--- config.mk ---
export PLATFORM = sky130hd
export DESIGN_NAME = sine_wave_line_warp_top
export DESIGN_NICKNAME = d
export VERILOG_FILES = /design/src/swlw_pkg.sv /design/src/sine_wave_line_warp_top.sv
export SDC_FILE = /design/constraint.sdc
export NUM_CORES = 2
export LEC_CHECK = 0
export ABC_AREA = 1
export ABC_CLOCK_PERIOD_IN_PS = 14400
export BUFFER_PORTS_ARGS = -buffer_cell sky130_fd_sc_hd__buf_2
export CORE_AREA = 2 2 259 261
export CTS_CLUSTER_DIAMETER = 40
export DETAILED_ROUTE_END_ITERATION = 16
export DIE_AREA = 0 0 261 263
export PLACE_DENSITY_LB_ADDON = 0.2
export REMOVE_ABC_BUFFERS = 1
export SYNTH_ARGS = -nofsm -noshare
export SYNTH_HDL_FRONTEND = slang
export SYNTH_SLANG_ARGS = --single-unit
--- constraint.sdc ---
create_clock -name clock -period 14.4 [get_ports clock]
set_input_delay 2.16 -clock clock [delete_from_list [all_inputs] [get_ports clock]]
set_output_delay 2.16 -clock clock [all_outputs]
set_load 0.01 [all_outputs]
--- src/swlw_pkg.sv ---
package swlw_pkg;

   localparam int CSR_IDX_W  = 3;
   localparam int CSR_DATA_W = 16;
   localparam int COORD_W    = 16;

   localparam logic [CSR_IDX_W-1:0] REG_SLICE_MODE      = 3'd0;
   localparam logic [CSR_IDX_W-1:0] REG_SCREEN_WIDTH    = 3'd1;
   localparam logic [CSR_IDX_W-1:0] REG_SCREEN_HEIGHT   = 3'd2;
   localparam logic [CSR_IDX_W-1:0] REG_AMPLITUDE       = 3'd3;
   localparam logic [CSR_IDX_W-1:0] REG_LINE_PHASE_STEP = 3'd4;
   localparam logic [CSR_IDX_W-1:0] REG_TIME_PHASE_STEP = 3'd5;

   localparam logic        CMD_TICK  = 1'b0;
   localparam logic        CMD_STRIP = 1'b1;

   localparam logic        DEF_SLICE_MODE      = 1'b1;
   localparam logic [11:0] DEF_SCREEN_WIDTH    = 12'd640;
   localparam logic [11:0] DEF_SCREEN_HEIGHT   = 12'd448;
   localparam logic [11:0] DEF_AMPLITUDE       = 12'd384;
   localparam logic [15:0] DEF_LINE_PHASE_STEP = 16'd834;
   localparam logic [15:0] DEF_TIME_PHASE_STEP = 16'd626;

   localparam int DEF_SINE_TABLE_DEPTH = 256;
   localparam int DEF_SCREEN_ORIGIN    = 2048;

   // polynomial sine coefficients, Q15 products
   localparam logic [15:0] SIN_A = 16'd51472;
   localparam logic [15:0] SIN_B = 16'd21024;
   localparam logic [15:0] SIN_C = 16'd2320;

   localparam logic [16:0] Q15_ONE = 17'd32768;

   // pixel count to 12.4 fixed point, wrapped to 16 bits
   function automatic logic [COORD_W-1:0] fx16(input logic [11:0] v);
      return {v, 4'b0000};
   endfunction

endpackage

--- src/sine_wave_line_warp_top.sv ---
// Sine wave line warp generator.
// Input channel (req_*): one beat is a command. cmd 0 advances the wave
// phase by time_delta * time_phase_step >> 8 and gives no result. cmd 1
// asks for the corners of strip line_index; an index at or past the screen
// size minus one gives no result.
// Result channel (rsp_*): one beat per valid strip, eight 12.4 coordinates.
// Config port (csr_*): always ready; write only while the block is idle.
// Sequencing: all multiplications run through one 32x32 multiplier under a
// small sequencer, at most one product per cycle. A tick busies it for its
// accumulate step; an out-of-range strip leaves it idle. A strip runs
// through phase, table index, reciprocal divide and correction, four
// polynomial products and amplitude scale; the next beat is taken only
// after its result is loaded. req_stall is high while the sequencer is busy.
// The result sits in an output register; the next item is accepted while it
// waits. If a new result is ready while an unread one is stalled, the
// sequencer holds in its last step until the output register frees up.
// Reset clears the phase, restores the default registers and drops
// rsp_valid.
module sine_wave_line_warp_top #(
   parameter int SINE_TABLE_DEPTH = swlw_pkg::DEF_SINE_TABLE_DEPTH,
   parameter int SCREEN_ORIGIN    = swlw_pkg::DEF_SCREEN_ORIGIN
) (
   input  logic                                clock,
   input  logic                                reset,
   input  logic                                req_valid,
   output logic                                req_stall,
   input  logic                                req_cmd,
   input  logic [15:0]                         req_time_delta,
   input  logic [10:0]                         req_line_index,
   output logic                                rsp_valid,
   input  logic                                rsp_stall,
   output logic [swlw_pkg::COORD_W-1:0]        rsp_u_start,
   output logic [swlw_pkg::COORD_W-1:0]        rsp_v_start,
   output logic [swlw_pkg::COORD_W-1:0]        rsp_x_start,
   output logic [swlw_pkg::COORD_W-1:0]        rsp_y_start,
   output logic [swlw_pkg::COORD_W-1:0]        rsp_u_end,
   output logic [swlw_pkg::COORD_W-1:0]        rsp_v_end,
   output logic [swlw_pkg::COORD_W-1:0]        rsp_x_end,
   output logic [swlw_pkg::COORD_W-1:0]        rsp_y_end,
   input  logic                                csr_valid,
   output logic                                csr_ready,
   input  logic [swlw_pkg::CSR_IDX_W-1:0]      csr_index,
   input  logic [swlw_pkg::CSR_DATA_W-1:0]     csr_data
);
   import swlw_pkg::*;

   localparam int KW = $clog2(SINE_TABLE_DEPTH);
   localparam int NW = KW + 16;
   localparam logic [31:0] DEPTH = 32'(SINE_TABLE_DEPTH);
   localparam logic [31:0] RECIP = 32'((64'd1 << 32) / SINE_TABLE_DEPTH);
   localparam logic [11:0] ORG   = 12'(SCREEN_ORIGIN);

   localparam logic [3:0] S_IDLE = 4'd0;
   localparam logic [3:0] S_TACC = 4'd1;
   localparam logic [3:0] S_K    = 4'd2;
   localparam logic [3:0] S_QE   = 4'd3;
   localparam logic [3:0] S_QD   = 4'd4;
   localparam logic [3:0] S_QC   = 4'd5;
   localparam logic [3:0] S_X2   = 4'd6;
   localparam logic [3:0] S_T1   = 4'd7;
   localparam logic [3:0] S_T2   = 4'd8;
   localparam logic [3:0] S_T3   = 4'd9;
   localparam logic [3:0] S_D    = 4'd10;
   localparam logic [3:0] S_OUT  = 4'd11;

   logic [3:0]  state_ff, state_in;
   logic [15:0] phase_ff, phase_in;
   logic        slice_ff, slice_in;
   logic [11:0] width_ff, width_in;
   logic [11:0] height_ff, height_in;
   logic [11:0] amp_ff, amp_in;
   logic [15:0] lstep_ff, lstep_in;
   logic [15:0] tstep_ff, tstep_in;
   logic [10:0] idx_ff, idx_in;
   logic [KW-1:0] k_ff, k_in;
   logic [15:0] qe_ff, qe_in;
   logic [15:0] x_ff, x_in;
   logic [15:0] x2_ff, x2_in;
   logic        neg_ff, neg_in;
   logic [63:0] prod_ff, prod_in;
   logic        rsp_valid_ff, rsp_valid_in;
   logic [COORD_W-1:0] u0_out_ff, v0_out_ff, x0_out_ff, y0_out_ff;
   logic [COORD_W-1:0] u1_out_ff, v1_out_ff, x1_out_ff, y1_out_ff;
   logic [COORD_W-1:0] u0_out_in, v0_out_in, x0_out_in, y0_out_in;
   logic [COORD_W-1:0] u1_out_in, v1_out_in, x1_out_in, y1_out_in;

   logic        mul_en;
   logic [31:0] mul_a, mul_b;
   logic        req_take, rsp_take, load_out;
   logic [11:0] size, len, amp2, hw, hh, x0, y0, u0, v0, idx12;
   logic        in_range;
   logic [NW-1:0] n_val, rem;
   logic [15:0] q, qf, t_fin;
   logic [16:0] onep;
   logic [13:0] d;

   assign req_stall = (state_ff != S_IDLE);
   assign csr_ready = 1'b1;
   assign req_take  = req_valid && !req_stall;
   assign rsp_take  = rsp_valid_ff && !rsp_stall;
   assign rsp_valid = rsp_valid_ff;

   assign rsp_u_start = u0_out_ff;
   assign rsp_v_start = v0_out_ff;
   assign rsp_x_start = x0_out_ff;
   assign rsp_y_start = y0_out_ff;
   assign rsp_u_end   = u1_out_ff;
   assign rsp_v_end   = v1_out_ff;
   assign rsp_x_end   = x1_out_ff;
   assign rsp_y_end   = y1_out_ff;

   // strip geometry, all coordinates wrap at 12 integer bits
   assign size     = slice_ff ? width_ff : height_ff;
   assign in_range = (12'({1'b0, req_line_index}) + 12'd1) < size;
   assign amp2     = {3'b000, amp_ff[11:4], 1'b0};
   assign len      = (size >= amp2) ? (size - amp2) : 12'd0;
   assign hw       = {1'b0, width_ff[11:1]};
   assign hh       = {1'b0, height_ff[11:1]};
   assign x0       = ORG - hw;
   assign y0       = ORG - hh;
   assign idx12    = {1'b0, idx_ff};
   assign u0       = slice_ff ? (x0 - ORG + hw) : (x0 + hw - (ORG - 12'd1));
   assign v0       = slice_ff ? (y0 + hh - (ORG - 12'd1)) : (y0 - ORG + hh);

   // reciprocal divide correction: qe is at most one short
   assign n_val = {k_ff, 16'h0000};
   assign rem   = n_val - prod_ff[NW-1:0];
   assign q     = (rem >= NW'(DEPTH)) ? (qe_ff + 16'd1) : qe_ff;
   assign qf    = {1'b0, q[13:0], 1'b0};

   assign t_fin = (prod_ff[31:15] > Q15_ONE) ? 16'h8000 : prod_ff[30:15];
   assign onep  = neg_ff ? (Q15_ONE - 17'(t_fin)) : (Q15_ONE + 17'(t_fin));
   assign d     = prod_ff[28:15];

   assign load_out = (state_ff == S_OUT) && (!rsp_valid_ff || !rsp_stall);

   always_comb begin
      state_in  = state_ff;
      phase_in  = phase_ff;
      idx_in    = idx_ff;
      k_in      = k_ff;
      qe_in     = qe_ff;
      x_in      = x_ff;
      x2_in     = x2_ff;
      neg_in    = neg_ff;
      mul_en    = 1'b0;
      mul_a     = 32'd0;
      mul_b     = 32'd0;
      unique case (state_ff)
         S_IDLE: begin
            if (req_take) begin
               idx_in = req_line_index;
               if (req_cmd == CMD_TICK) begin
                  mul_en   = 1'b1;
                  mul_a    = 32'(req_time_delta);
                  mul_b    = 32'(tstep_ff);
                  state_in = S_TACC;
               end else if (in_range) begin
                  mul_en   = 1'b1;
                  mul_a    = 32'(req_line_index);
                  mul_b    = 32'(lstep_ff);
                  state_in = S_K;
               end
            end
         end
         S_TACC: begin
            phase_in = phase_ff + prod_ff[23:8];
            state_in = S_IDLE;
         end
         S_K: begin
            // strip phase wraps at 16 bits before the table lookup
            mul_en   = 1'b1;
            mul_a    = 32'(16'(phase_ff + prod_ff[15:0]));
            mul_b    = DEPTH;
            state_in = S_QE;
         end
         S_QE: begin
            k_in     = prod_ff[KW+15:16];
            mul_en   = 1'b1;
            mul_a    = 32'({prod_ff[KW+15:16], 16'h0000});
            mul_b    = RECIP;
            state_in = S_QD;
         end
         S_QD: begin
            qe_in    = prod_ff[47:32];
            mul_en   = 1'b1;
            mul_a    = 32'(prod_ff[47:32]);
            mul_b    = DEPTH;
            state_in = S_QC;
         end
         S_QC: begin
            // fold the quarter wave onto a Q15 argument
            x_in     = q[14] ? (16'h8000 - qf) : qf;
            neg_in   = q[15];
            state_in = S_X2;
         end
         S_X2: begin
            mul_en   = 1'b1;
            mul_a    = 32'(x_ff);
            mul_b    = 32'(x_ff);
            state_in = S_T1;
         end
         S_T1: begin
            x2_in    = prod_ff[30:15];
            mul_en   = 1'b1;
            mul_a    = 32'(prod_ff[30:15]);
            mul_b    = 32'(SIN_C);
            state_in = S_T2;
         end
         S_T2: begin
            mul_en   = 1'b1;
            mul_a    = 32'(SIN_B - prod_ff[30:15]);
            mul_b    = 32'(x2_ff);
            state_in = S_T3;
         end
         S_T3: begin
            mul_en   = 1'b1;
            mul_a    = 32'(SIN_A - prod_ff[30:15]);
            mul_b    = 32'(x_ff);
            state_in = S_D;
         end
         S_D: begin
            mul_en   = 1'b1;
            mul_a    = 32'(amp_ff);
            mul_b    = 32'(onep);
            state_in = S_OUT;
         end
         S_OUT: begin
            if (load_out) begin
               state_in = S_IDLE;
            end
         end
         default: begin
            state_in = S_IDLE;
         end
      endcase
      prod_in = mul_en ? (64'(mul_a) * 64'(mul_b)) : prod_ff;
   end

   always_comb begin
      if (slice_ff) begin
         u0_out_in = fx16(u0) + 16'(d);
         v0_out_in = fx16(v0 + idx12);
         x0_out_in = fx16(x0);
         y0_out_in = fx16(y0 + idx12);
         u1_out_in = fx16(u0 + len) + 16'(d);
         v1_out_in = fx16(v0 + idx12 + 12'd1);
         x1_out_in = fx16(x0 + width_ff);
         y1_out_in = fx16(y0 + idx12 + 12'd1);
      end else begin
         u0_out_in = fx16(u0 + idx12);
         v0_out_in = fx16(v0) + 16'(d);
         x0_out_in = fx16(x0 + idx12);
         y0_out_in = fx16(y0);
         u1_out_in = fx16(u0 + idx12 + 12'd1);
         v1_out_in = fx16(v0 + len) + 16'(d);
         x1_out_in = fx16(x0 + idx12 + 12'd1);
         y1_out_in = fx16(y0 + height_ff);
      end
   end

   always_comb begin
      rsp_valid_in = rsp_valid_ff;
      if (rsp_take) begin
         rsp_valid_in = 1'b0;
      end
      if (load_out) begin
         rsp_valid_in = 1'b1;
      end
   end

   always_comb begin
      slice_in  = slice_ff;
      width_in  = width_ff;
      height_in = height_ff;
      amp_in    = amp_ff;
      lstep_in  = lstep_ff;
      tstep_in  = tstep_ff;
      if (csr_valid && csr_ready) begin
         unique case (csr_index)
            REG_SLICE_MODE:      slice_in  = csr_data[0];
            REG_SCREEN_WIDTH:    width_in  = csr_data[11:0];
            REG_SCREEN_HEIGHT:   height_in = csr_data[11:0];
            REG_AMPLITUDE:       amp_in    = csr_data[11:0];
            REG_LINE_PHASE_STEP: lstep_in  = csr_data;
            REG_TIME_PHASE_STEP: tstep_in  = csr_data;
            default: ;
         endcase
      end
   end

   always_ff @(posedge clock) begin
      if (reset) begin
         state_ff     <= S_IDLE;
         phase_ff     <= 16'd0;
         rsp_valid_ff <= 1'b0;
         slice_ff     <= DEF_SLICE_MODE;
         width_ff     <= DEF_SCREEN_WIDTH;
         height_ff    <= DEF_SCREEN_HEIGHT;
         amp_ff       <= DEF_AMPLITUDE;
         lstep_ff     <= DEF_LINE_PHASE_STEP;
         tstep_ff     <= DEF_TIME_PHASE_STEP;
      end else begin
         state_ff     <= state_in;
         phase_ff     <= phase_in;
         rsp_valid_ff <= rsp_valid_in;
         slice_ff     <= slice_in;
         width_ff     <= width_in;
         height_ff    <= height_in;
         amp_ff       <= amp_in;
         lstep_ff     <= lstep_in;
         tstep_ff     <= tstep_in;
      end
   end

   always_ff @(posedge clock) begin
      idx_ff  <= idx_in;
      k_ff    <= k_in;
      qe_ff   <= qe_in;
      x_ff    <= x_in;
      x2_ff   <= x2_in;
      neg_ff  <= neg_in;
      prod_ff <= prod_in;
      if (load_out) begin
         u0_out_ff <= u0_out_in;
         v0_out_ff <= v0_out_in;
         x0_out_ff <= x0_out_in;
         y0_out_ff <= y0_out_in;
         u1_out_ff <= u1_out_in;
         v1_out_ff <= v1_out_in;
         x1_out_ff <= x1_out_in;
         y1_out_ff <= y1_out_in;
      end
   end

endmodule

==> results.json <==
{
  "p_leak_nw": 23.50,
  "layout-drive-gt1-share_pct": 7.307,
  "yosys-top-cells-area": "fa_1, edfxtp_1, ha_1, inv_1, nand2_1",
  "ant_nets": 0,
  "grt_start_max_net_pins": 70,
  "nNetsFinal": 6493,
  "p_int_mw": 2.598,
  "firstDrtPassIters": 6,
  "skew_ps": 31.40,
  "p_sw_mw": 2.221,
  "dp_cells": 6404,
  "ioPinCount": 183,
  "fp-row-count": 94,
  "critPathCaptureType": "flip-flop",
  "synth_edf_count": 219,
  "clock.fmax_ghz": 0.08507,
  "drt_iter0_markers": 3490,
  "ys.flop_type": "edfxtp_1",
  "final_cells": 6493,
  "cp_slowest_cell": "nand3_1",
  "fin_crit_sh_pct": 81.63,
  "ys_async_sr_fraction_pct": 0,
  "max_stage_delay_ps": 920,
  "portBuffers": 165,
  "powerDensity_mw_per_mm2": 105.9,
  "maxSlewViolCount": 0,
  "switching_share_pct": 46.09,
  "ys_warn_count": 0,
  "final.setup.tns_ps": 0,
  "post-route-min-period_ps": 11750,
  "area_growth_pct": 7.591,
  "clkTransAtPathRegs_ps": 60,
  "critical_path_arrival_ps": 12080,
  "yosysTopAreaCellShare_pct": 21.58,
  "fin_util_pct": 69.34,
  "cts.root.buffer_cell": "clkbuf_16",
  "core_mm2": 0.06563,
  "slew_headroom_pct": 17.04,
  "total_power_mw": 4.820,
  "clkPwrFrac_pct": 24.2,
  "crit_buf_inv": 7,
  "synth.largest_area_cell": "fa_1",
  "grt_pass1_vias": 36830,
  "tightest_slew_ps": 1241,
  "yosysUniqueCellTypes": 75,
  "post_cts_buffers": 0,
  "synthTopCellsByCount": "inv_1, nand2_1, fa_1, nor2_1, ha_1",
  "clkSinkCount": 309,
  "crit_required_ps": 14730,
  "cts_tree": "yes",
  "dieWidth_um": 261,
  "grt.overflow.total": 0,
  "hold_viol_final": 0,
  "die-area_mm2": 0.06864,
  "start_kind": "primary input",
  "grt_pass1_wl_um": 198700,
  "setup_viol": 0,
  "numCtsBuffers": 46,
  "cts.repair.resized": 0,
  "rsz0062_at_grt": "no",
  "fin_ws_ps": 2645,
  "seqPwrFrac_pct": 25.1,
  "synth-seq-cells": 309,
  "dpl_worst_slack_ps": 2034,
  "antenna_found_initial": 5,
  "drc_errors": 0,
  "cap_viol_max_count": 0,
  "postCtsHoldBufs": 0,
  "clock_path_buffers": 3,
  "track_usage_pct": 37.41,
  "clk_latency_ps": 610,
  "syn_avg_cell_area_um2": 7.772,
  "hold_path.class": "reg -> reg",
  "htree_levels": 2,
  "dp_hpwl_um": 101900,
  "totalWireLength_um": 126400,
  "synth.most_common_cell": "inv_1",
  "holdWs_ps": 469.5,
  "wl_per_cell_um": 19.47,
  "num_vias": 36850,
  "place_area_mm2": 0.04390,
  "synthCells": 5442,
  "die_y_um": 263,
  "cp_top_family": "adder cells",
  "start_util_pct": 64.44,
  "syn_area_mm2": 0.04229,
  "outcome": "finished, final reports clean",
  "cp_max_fo": 28,
  "ir_drop_mv": 0.08568,
  "cp_common_cell": "fa_1",
  "path_class": "in -> reg",
  "gp_congestion": 1.021,
  "ys_seq_area_share_pct": 19.81,
  "stdcell_area_mm2": 0.04550,
  "pwr-share-comb_pct": 50.7,
  "via_per_inst": 5.675
}
## metal layers
metal	track usage (%)	wire, um
met1	46.39	47340
met2	62.34	60190
met3	5.498	10320
met4	21.31	8583
met5	0	0
## kinds of logic (layout without fill, tap and decap cells)
group                    after synthesis  count (layout)  share of synthesized area, %
XOR/XNOR                             210             210                         4.367
AO/OA/AOI/OAI                        828             828                         11.27
buffers and inverters               1352            1482                         12.55
adder cells (fa/ha/maj)              853             853                         33.33
AND/OR/NAND/NOR                     1888            1888                         18.65
flip-flops                           309             309                         19.81
other                                  2              59                       0.01776
## layout by cell type, fill, tap and decap left out, types with 89 or more instances in the layout
master    Yosys  final
o21ai_0     296    296
fa_1        456    456
nand3_1     171    171
inv_1      1161   1160
dfxtp_1      90     89
nand2_1    1097   1097
nor2_1      422    419
a21oi_1     305    305
edfxtp_1    219    219
xor2_1      143    143
buf_2        48    165
ha_1        397    397
## state kept, by name (all words and copies together), names as in the netlist, 16 cells and up
register,count
rsp_v_start,16
lstep_ff,16
phase_ff,16
qe_ff,16
x2_ff,16
rsp_u_start,16
prod_ff,48
tstep_ff,16
## power groups by stage
stage               Combinational, mW  Sequential, mW  Clock (mW)
floorplan                        1.72            1.18           0
global placement                 2.33            1.22           0
detailed placement               2.38            1.22           0
CTS                              2.40            1.20        1.17
global route                     2.72            1.21        1.21
finish                           2.45            1.21        1.17
## path summary, 6_finish.rpt
check,cells after the start,endpoint,slack [ps],from
worst max-delay path,39,prod_ff[47],2650,req_line_index[1]
worst min-delay path,2,amp_ff[1],470,amp_ff[1]
worst max register to register,36,prod_ff[46],3750,slice_ff
worst min register to register,2,amp_ff[1],470,amp_ff[1]
## cell type report
type                            count  area [um2]
Multi-Input combinational cell   3834       28840
Sequential cell                   309        8382
Timing Repair Buffer              203        1111
Clock inverter                     31       325.3
Clock buffer                       54        1265
Fill cell                        5511       20120
Inverter                         1194        4486
Tap cell                          864        1081
Antenna cell                        4       10.01
## tightest hold or removal path, cell delays in order, from the launching register on
cell and delay (ps):
dfxtp_1 290, inv_1 60, a21oi_1 60
No activity file was read; power rests on OpenSTA's default activity.
